`config.mk`:
```
export PLATFORM = sky130hd
export DESIGN_NAME = i2c_master_transaction_sequencer
export DESIGN_NICKNAME = d
export VERILOG_FILES = /design/src/sv/i2cmts_pkg.sv /design/src/sv/i2c_master_transaction_sequencer.sv
export SDC_FILE = /design/constraint.sdc
export NUM_CORES = 1
export LEC_CHECK = 0
export ABC_CLOCK_PERIOD_IN_PS = 3100
export BUFFER_PORTS_ARGS = -buffer_cell sky130_fd_sc_hd__buf_2
export CAP_MARGIN = 30
export CORE_ASPECT_RATIO = 0.8
export CORE_MARGIN = 2
export CORE_UTILIZATION = 40
export CTS_BUF_LIST = sky130_fd_sc_hd__clkbuf_4
export DETAILED_ROUTE_END_ITERATION = 8
export PLACE_DENSITY_LB_ADDON = 0.2
export SYNTH_ARGS = -nofsm -noshare
export SYNTH_HDL_FRONTEND = slang
export SYNTH_SLANG_ARGS = --single-unit
```
`constraint.sdc`:
```
create_clock -name clk_i -period 3.1 [get_ports clk_i]
set_input_delay 0.465 -clock clk_i [delete_from_list [all_inputs] [get_ports clk_i]]
set_output_delay 0.465 -clock clk_i [all_outputs]
set_load 0.01 [all_outputs]
```
`src/sv/i2cmts_pkg.sv`:
```
// Package for the I2C master transaction sequencer.
// Holds item structs, sequencer phase, action, mode and outcome codes and
// the bus status codes. No dependencies.
`timescale 1ns / 1ps

package i2cmts_pkg;

  // Bus engine status codes (upper five bits of the status byte)
  localparam logic [7:0] StMask       = 8'hF8;
  localparam logic [7:0] StStart      = 8'h08;
  localparam logic [7:0] StRstart     = 8'h10;
  localparam logic [7:0] StMtSlaAck   = 8'h18;
  localparam logic [7:0] StMtDataAck  = 8'h28;
  localparam logic [7:0] StMrSlaAck   = 8'h40;
  localparam logic [7:0] StMrDataAck  = 8'h50;
  localparam logic [7:0] StMrDataNak  = 8'h58;

  typedef enum logic [0:0] {
    OP_BEGIN  = 1'b0,
    OP_REPORT = 1'b1
  } op_e;

  typedef enum logic [1:0] {
    MODE_WRITE     = 2'd0,
    MODE_REG_WRITE = 2'd1,
    MODE_READ      = 2'd2,
    MODE_REG_READ  = 2'd3
  } mode_e;

  typedef enum logic [2:0] {
    ACT_NONE  = 3'd0,
    ACT_START = 3'd1,
    ACT_SEND  = 3'd2,
    ACT_RACK  = 3'd3,
    ACT_RNACK = 3'd4,
    ACT_STOP  = 3'd5
  } action_e;

  typedef enum logic [1:0] {
    OUT_RUN  = 2'd0,
    OUT_PASS = 2'd1,
    OUT_FAIL = 2'd2
  } outcome_e;

  typedef enum logic [3:0] {
    PH_IDLE    = 4'd0,
    PH_START   = 4'd1,
    PH_SLA_W   = 4'd2,
    PH_REG     = 4'd3,
    PH_DATA    = 4'd4,
    PH_RSTART  = 4'd5,
    PH_SLA_R   = 4'd6,
    PH_RD_ACK  = 4'd7,
    PH_RD_NACK = 4'd8
  } phase_e;

  typedef struct packed {
    logic       operation;
    logic [1:0] mode;
    logic [6:0] target_address;
    logic [7:0] register_address;
    logic [7:0] byte_count;
    logic [7:0] bus_status;
    logic [7:0] received_byte;
    logic [7:0] next_write_byte;
  } in_item_t;

  typedef struct packed {
    logic [2:0] action;
    logic [7:0] send_value;
    logic [7:0] read_byte;
    logic       read_valid;
    logic       finished;
    logic [1:0] outcome;
  } out_item_t;

endpackage

```
`src/sv/i2c_master_transaction_sequencer.sv`:
```
// I2C master transaction sequencer: each result item is registered.
// Throughput: one item per cycle while the consumer takes results; the phase register
// and the result register are updated in the same cycle an item is accepted.
// A waiting result does not block input while the consumer takes it in that cycle.
// Reset (async, active low) returns the phase to idle, clears saved target, register,
// mode and byte count, and empties the result register. Depends on i2cmts_pkg.
`timescale 1ns / 1ps

module i2c_master_transaction_sequencer
  import i2cmts_pkg::*;
(
  input  logic      clk_i,
  input  logic      rst_ni,
  input  logic      in_valid_i,
  output logic      in_ready_o,
  input  in_item_t  in_item_i,
  output logic      out_valid_o,
  input  logic      out_ready_i,
  output out_item_t out_item_o
);

  phase_e     phase_q, phase_d;
  logic [1:0] mode_q, mode_d;
  logic [6:0] target_q, target_d;
  logic [7:0] register_q, register_d;
  logic [7:0] bytes_q, bytes_d;

  logic       out_valid_q;
  out_item_t  out_item_q, res;

  logic       accept;
  logic       is_begin;
  logic       begin_rd_empty;
  logic [7:0] exp_status;
  logic       status_ok;
  logic       bytes_nz;
  logic       bytes_gt1;
  logic [7:0] bytes_dec;
  logic [7:0] addr_w;
  logic [7:0] addr_r;

  // Handshake: take a new item whenever the result register frees up
  assign in_ready_o  = !out_valid_q || out_ready_i;
  assign accept      = in_valid_i && in_ready_o;
  assign out_valid_o = out_valid_q;
  assign out_item_o  = out_item_q;

  // Decode helpers
  assign is_begin       = (in_item_i.operation == OP_BEGIN);
  assign begin_rd_empty = in_item_i.mode[1] && (in_item_i.byte_count == 8'd0);
  assign bytes_nz       = (bytes_q != 8'd0);
  assign bytes_gt1      = (bytes_q > 8'd1);
  assign bytes_dec      = bytes_q - 8'd1;
  assign addr_w         = {target_q, 1'b0};
  assign addr_r         = {target_q, 1'b1};
  assign status_ok      = ((in_item_i.bus_status & StMask) == exp_status);

  // Expected status for the action in flight
  always_comb begin
    case (phase_q)
      PH_START:  exp_status = StStart;
      PH_SLA_W:  exp_status = StMtSlaAck;
      PH_REG:    exp_status = StMtDataAck;
      PH_DATA:   exp_status = StMtDataAck;
      PH_RSTART: exp_status = StRstart;
      PH_SLA_R:  exp_status = StMrSlaAck;
      PH_RD_ACK: exp_status = StMrDataAck;
      default:   exp_status = StMrDataNak;
    endcase
  end

  // Next state
  always_comb begin
    phase_d    = phase_q;
    mode_d     = mode_q;
    target_d   = target_q;
    register_d = register_q;
    bytes_d    = bytes_q;
    if (is_begin) begin
      mode_d     = in_item_i.mode;
      target_d   = in_item_i.target_address;
      register_d = in_item_i.register_address;
      bytes_d    = in_item_i.byte_count;
      phase_d    = begin_rd_empty ? PH_IDLE : PH_START;
    end else if (!status_ok) begin
      phase_d = PH_IDLE;
    end else begin
      case (phase_q)
        PH_START: begin
          phase_d = (mode_q == MODE_READ) ? PH_SLA_R : PH_SLA_W;
        end
        PH_SLA_W, PH_REG, PH_DATA: begin
          if (phase_q == PH_SLA_W && mode_q != MODE_WRITE) begin
            phase_d = PH_REG;
          end else if (phase_q == PH_REG && mode_q == MODE_REG_READ) begin
            phase_d = PH_RSTART;
          end else if (bytes_nz) begin
            bytes_d = bytes_dec;
            phase_d = PH_DATA;
          end else begin
            phase_d = PH_IDLE;
          end
        end
        PH_RSTART: begin
          phase_d = PH_SLA_R;
        end
        PH_SLA_R, PH_RD_ACK: begin
          phase_d = bytes_gt1 ? PH_RD_ACK : PH_RD_NACK;
          if (bytes_nz) begin
            bytes_d = bytes_dec;
          end
        end
        default: begin
          // Idle, last read or an unused code
          phase_d = PH_IDLE;
        end
      endcase
    end
  end

  // Result item
  always_comb begin
    res = '0;
    if (is_begin) begin
      if (begin_rd_empty) begin
        res.finished = 1'b1;
        res.outcome  = OUT_FAIL;
      end else begin
        res.action = ACT_START;
      end
    end else if (phase_q == PH_IDLE || phase_q > PH_RD_NACK) begin
      res = '0;
    end else if (!status_ok) begin
      res.finished = 1'b1;
      res.outcome  = OUT_FAIL;
    end else begin
      case (phase_q)
        PH_START: begin
          res.action     = ACT_SEND;
          res.send_value = (mode_q == MODE_READ) ? addr_r : addr_w;
        end
        PH_SLA_W, PH_REG, PH_DATA: begin
          if (phase_q == PH_SLA_W && mode_q != MODE_WRITE) begin
            res.action     = ACT_SEND;
            res.send_value = register_q;
          end else if (phase_q == PH_REG && mode_q == MODE_REG_READ) begin
            res.action = ACT_START;
          end else if (bytes_nz) begin
            res.action     = ACT_SEND;
            res.send_value = in_item_i.next_write_byte;
          end else begin
            res.action   = ACT_STOP;
            res.finished = 1'b1;
            res.outcome  = OUT_PASS;
          end
        end
        PH_RSTART: begin
          res.action     = ACT_SEND;
          res.send_value = addr_r;
        end
        PH_SLA_R: begin
          res.action = bytes_gt1 ? ACT_RACK : ACT_RNACK;
        end
        PH_RD_ACK: begin
          res.action     = bytes_gt1 ? ACT_RACK : ACT_RNACK;
          res.read_byte  = in_item_i.received_byte;
          res.read_valid = 1'b1;
        end
        default: begin
          // Last read byte: deliver it and stop
          res.action     = ACT_STOP;
          res.read_byte  = in_item_i.received_byte;
          res.read_valid = 1'b1;
          res.finished   = 1'b1;
          res.outcome    = OUT_PASS;
        end
      endcase
    end
  end

  // Advance sequencer state on each accepted item
  always_ff @(posedge clk_i or negedge rst_ni) begin
    if (!rst_ni) begin
      phase_q    <= PH_IDLE;
      mode_q     <= 2'd0;
      target_q   <= 7'd0;
      register_q <= 8'd0;
      bytes_q    <= 8'd0;
    end else if (accept) begin
      phase_q    <= phase_d;
      mode_q     <= mode_d;
      target_q   <= target_d;
      register_q <= register_d;
      bytes_q    <= bytes_d;
    end
  end

  // Hold the result until taken
  always_ff @(posedge clk_i or negedge rst_ni) begin
    if (!rst_ni) begin
      out_valid_q <= 1'b0;
    end else if (accept) begin
      out_valid_q <= 1'b1;
    end else if (out_ready_i) begin
      out_valid_q <= 1'b0;
    end
  end

  always_ff @(posedge clk_i) begin
    if (accept) begin
      out_item_q <= res;
    end
  end

  // A result still in progress never carries a final outcome
  a_outcome_run : assert property (@(posedge clk_i) disable iff (!rst_ni)
    out_valid_o && !out_item_o.finished |-> out_item_o.outcome == OUT_RUN)
    else $error("unfinished result carries an outcome");

  // Read data only comes with a read request or the final stop
  a_read_action : assert property (@(posedge clk_i) disable iff (!rst_ni)
    out_valid_o && out_item_o.read_valid |->
      (out_item_o.action == ACT_RACK || out_item_o.action == ACT_RNACK ||
       out_item_o.action == ACT_STOP))
    else $error("read data without a read action");

  // A zero-length read fails at once and leaves the sequencer idle
  a_empty_read : assert property (@(posedge clk_i) disable iff (!rst_ni)
    accept && is_begin && begin_rd_empty |=>
      out_valid_o && out_item_o.outcome == OUT_FAIL && phase_q == PH_IDLE)
    else $error("zero-length read did not fail");

endmodule

```
==> metrics.yaml <==
yosys:
  synth_seq_cells: 53
  syn_inst: 297
  synth_cell_types: 50
  muxShareOfSynthArea_pct: 2.06
  synth_xor_area_share_pct: 0.313
  synth_top_area_share_pct: 26.9
  synth_compound_area_share_pct: 15.8
  yosysWarnings: 0
  yosysSeqAreaShare_pct: 51.6
  synth-simple-area-share_pct: 25.6
  synth_fp_nets: 353
  netlist_area_um2: 2800
  synth_area_leaders: "dfrtp_1 27%, edfxtp_1 25%, nand2_1 8.7%"
  async_flop_share_pct: 56.6
  synth_edf_count: 23
  synthAdderAreaFrac_pct: 0.895
  post-synth-top-area-cell: "dfrtp_1"
  avgSynthCellArea_um2: 9.41
  synth_top_family_by_area: "simple AND/OR/NAND/NOR gates"
  synthFlopType: "dfrtp_1"
setup_path:
  r2r_end: "bytes_q[7]$_DFFE_PN0P_"
  rr_startpoint: "phase_q[2]$_DFFE_PN0P_"
  cp_max_fo: 16
  critPathMaxStageDelay_ns: 0.58
  crit_type: "reg -> reg"
  start_kind: "register"
  r2r_slack_ns: 0.23
  cpLargestDelayFamily: "simple AND/OR/NAND/NOR gates"
  rr_worst_depth: 7
  arrival_ns: 3.17
  cp_num_buf_inv: 1
  cpMaxStageDelayCell: "dfrtp_1"
  end_kind: "register"
  path_cells: "and2b_1 > a221oi_1 > o41ai_2 > nand4_1 > buf_4 > or4_1 > a31oi_1"
  critical_path_required_ns: 3.40
routing:
  wl_per_cell_um: 14.1
  dr_total_vias: 2450
  first_pass_iters: 4
  viasPerCell: 5.29
  detail_route.wirelength_um: 6520
  drt_iter0_markers: 184
  ant_nets: 0
  drc: 0
floorplanning:
  die_y_um: 78.8
  initial_core_util_pct: 41.0
  dieWidth_um: 97.5
  dieArea_um2: 7680
  core_um2: 6820
  io_pins: 79
  rows: 27
finish:
  nets: 431
  multiInputGateArea_um2: 1250
  antenna_cells: 0
  syn_to_final_growth_pct: 19.9
  drive_above_1_share_pct: 27.4
  finalNonFillerCells: 463
  regArea_um2: 1440
  n_fill_cell: 710
  design_area_um2: 3350
global_route:
  grt_pass1_wl_um: 11200
  antenna_found_initial: 0
  track_usage_pct: 17.8
  grt_pass1_vias: 2324
  globalRoute.totalOverflow: 0
  grt_max_degree: 32
clock_tree:
  cts_tree: "built"
  cts.hold.buffers_added: 0
  clock_latency_ns: 0.36
  h-tree-depth: 2
  path_clk_slew_ns: 0.15
  cts-root-buf: "clkbuf_4"
  numCtsBuffers: 5
  clockBufferDepth: 2
  cts-resized-gates: 0
  clock-sinks: 53
  cts_setup_buffers: 0
timing:
  rsz0062_at_grt: "false"
  relSlewSlack_pct: 54.3
  fin_crit_ns: 2.87
  tightest_slew_ns: 0.685
  fmax_mhz: 348
  finalClockSkew_ns: 0.00577
  drv_slew: 0
  finalSetupViolCount: 0
  tns_ns: 0
  finalHoldViolations: 0
  min_period_over_period_pct: 92.7
power:
  p_total_mw: 1.48
  power.ir.vdd_worst_uv: 242
  pwr_density_cell_nw_per_um2: 442
  p_leak_nw: 1.52
placement:
  port_buffers: 75
  dp_hpwl_um: 4800
  dp.cells: 455
  place_area_um2: 3290
  place.gp.congestion: 0.838
min_path:
  hold_path.class: "in -> async"
job:
  maxCapViolCount: 0
outcome:
  status: "finished, final reports clean"
[cells in the mapped netlist, types with 4 or more instances]
master    count
a21oi_1      14
a222oi_1      6
a31oi_1       6
and2_1       12
buf_2         4
clkbuf_1      9
dfrtp_1      30
edfxtp_1     23
inv_1         8
nand2_1      65
nand2b_1      7
nand3_1       4
nor2_1       28
nor3_1        4
o21ai_0      11
o22ai_1       5
or3_1         7
[where the power goes]
part,internal [mW],total [mW],switching [mW]
logic,0.140,0.313,0.173
clock network,0.0989,0.316,0.217
registers,0.805,0.855,0.0494
total,1.04,1.48,0.439
[layout make-up]
cell class	instances	share of cell area [%]
Clock buffer	6	1.34
Clock inverter	2	0.411
Timing Repair Buffer	86	13.7
Inverter	9	1.01
Sequential cell	53	43.0
Tap cell	87	3.25
Multi-Input combinational cell	220	37.3
[cells in the final DEF (no fill, tap or decap), drive strengths merged, types with 2 or more instances in the layout]
master  Yosys  final
nand3       4      4
mux2i       2      2
nor3        5      5
nand2b      7      7
a21oi      14     14
clkbuf      9      6
o21ai      13     13
inv         8      9
nor2       28     28
edfxtp     23     23
nand4       3      3
or3         7      7
o21bai      2      2
or4         3      3
dfrtp      30     30
or2         2      2
o31ai       3      3
nor2b       3      3
a21o        2      2
and2       12     12
a222oi      6      6
nor4        2      2
nand2      65     65
mux2        3      3
nor3b       3      3
o22ai       5      5
a211o       2      2
a22oi       2      2
buf         6     86
a31oi       6      6
ha          2      2
a211oi      2      2
[sequential cells by signal, summed over array words and instances (netlist names)]
name         flops
out_valid_o      1
phase_q          4
mode_q           2
bytes_q          8
register_q       8
out_item_o      23
target_q         7
[stage by stage]
step,setup slack [ns],util (%),hold slack [ns]
final,0.225,49.1,0.121
after global routing,0.0448,49.1,0.142
after CTS,0.266,49.1,0.136
after detailed placement,0.258,48.3,0.466
after global placement,0.328,48.3,0.458
after floorplan,0.512,-,0.169
[metal layers]
| layer | vias up | track usage, % | wire, um |
|---|---|---|---|
| met5 | - | 0 | 0 |
| met4 | 0 | 2.50 | 20 |
| met3 | 4 | 3.70 | 419 |
| met2 | 84 | 27.9 | 2910 |
| met1 | 1147 | 26.4 | 3170 |
| li1 | 1215 | - | - |
[how the worst max path moves through the flow]
stage,start,to,depth (start not counted)
4_1_cts,phase_q[2]$_DFFE_PN0P_,bytes_q[7]$_DFFE_PN0P_,7
2_1_floorplan,out_ready_i,bytes_q[1]$_DFFE_PN0P_,8
3_5_place_dp,phase_q[2]$_DFFE_PN0P_,bytes_q[7]$_DFFE_PN0P_,7
3_3_place_gp,phase_q[2]$_DFFE_PN0P_,bytes_q[7]$_DFFE_PN0P_,7
5_1_grt,phase_q[2]$_DFFE_PN0P_,bytes_q[7]$_DFFE_PN0P_,7
6_report,phase_q[2]$_DFFE_PN0P_,bytes_q[7]$_DFFE_PN0P_,7
[cell families after synthesis]
| family | after synthesis |
|---|---|
| buffers and inverters | 24 |
| xor gates and xnor gates | 1 |
| and+or+nand+nor | 149 |
| DFF | 53 |
| AOI/OAI and AO/OA | 63 |
| adders and majority gates | 2 |
| muxes | 5 |
No activity file was read; power rests on OpenSTA's default activity.
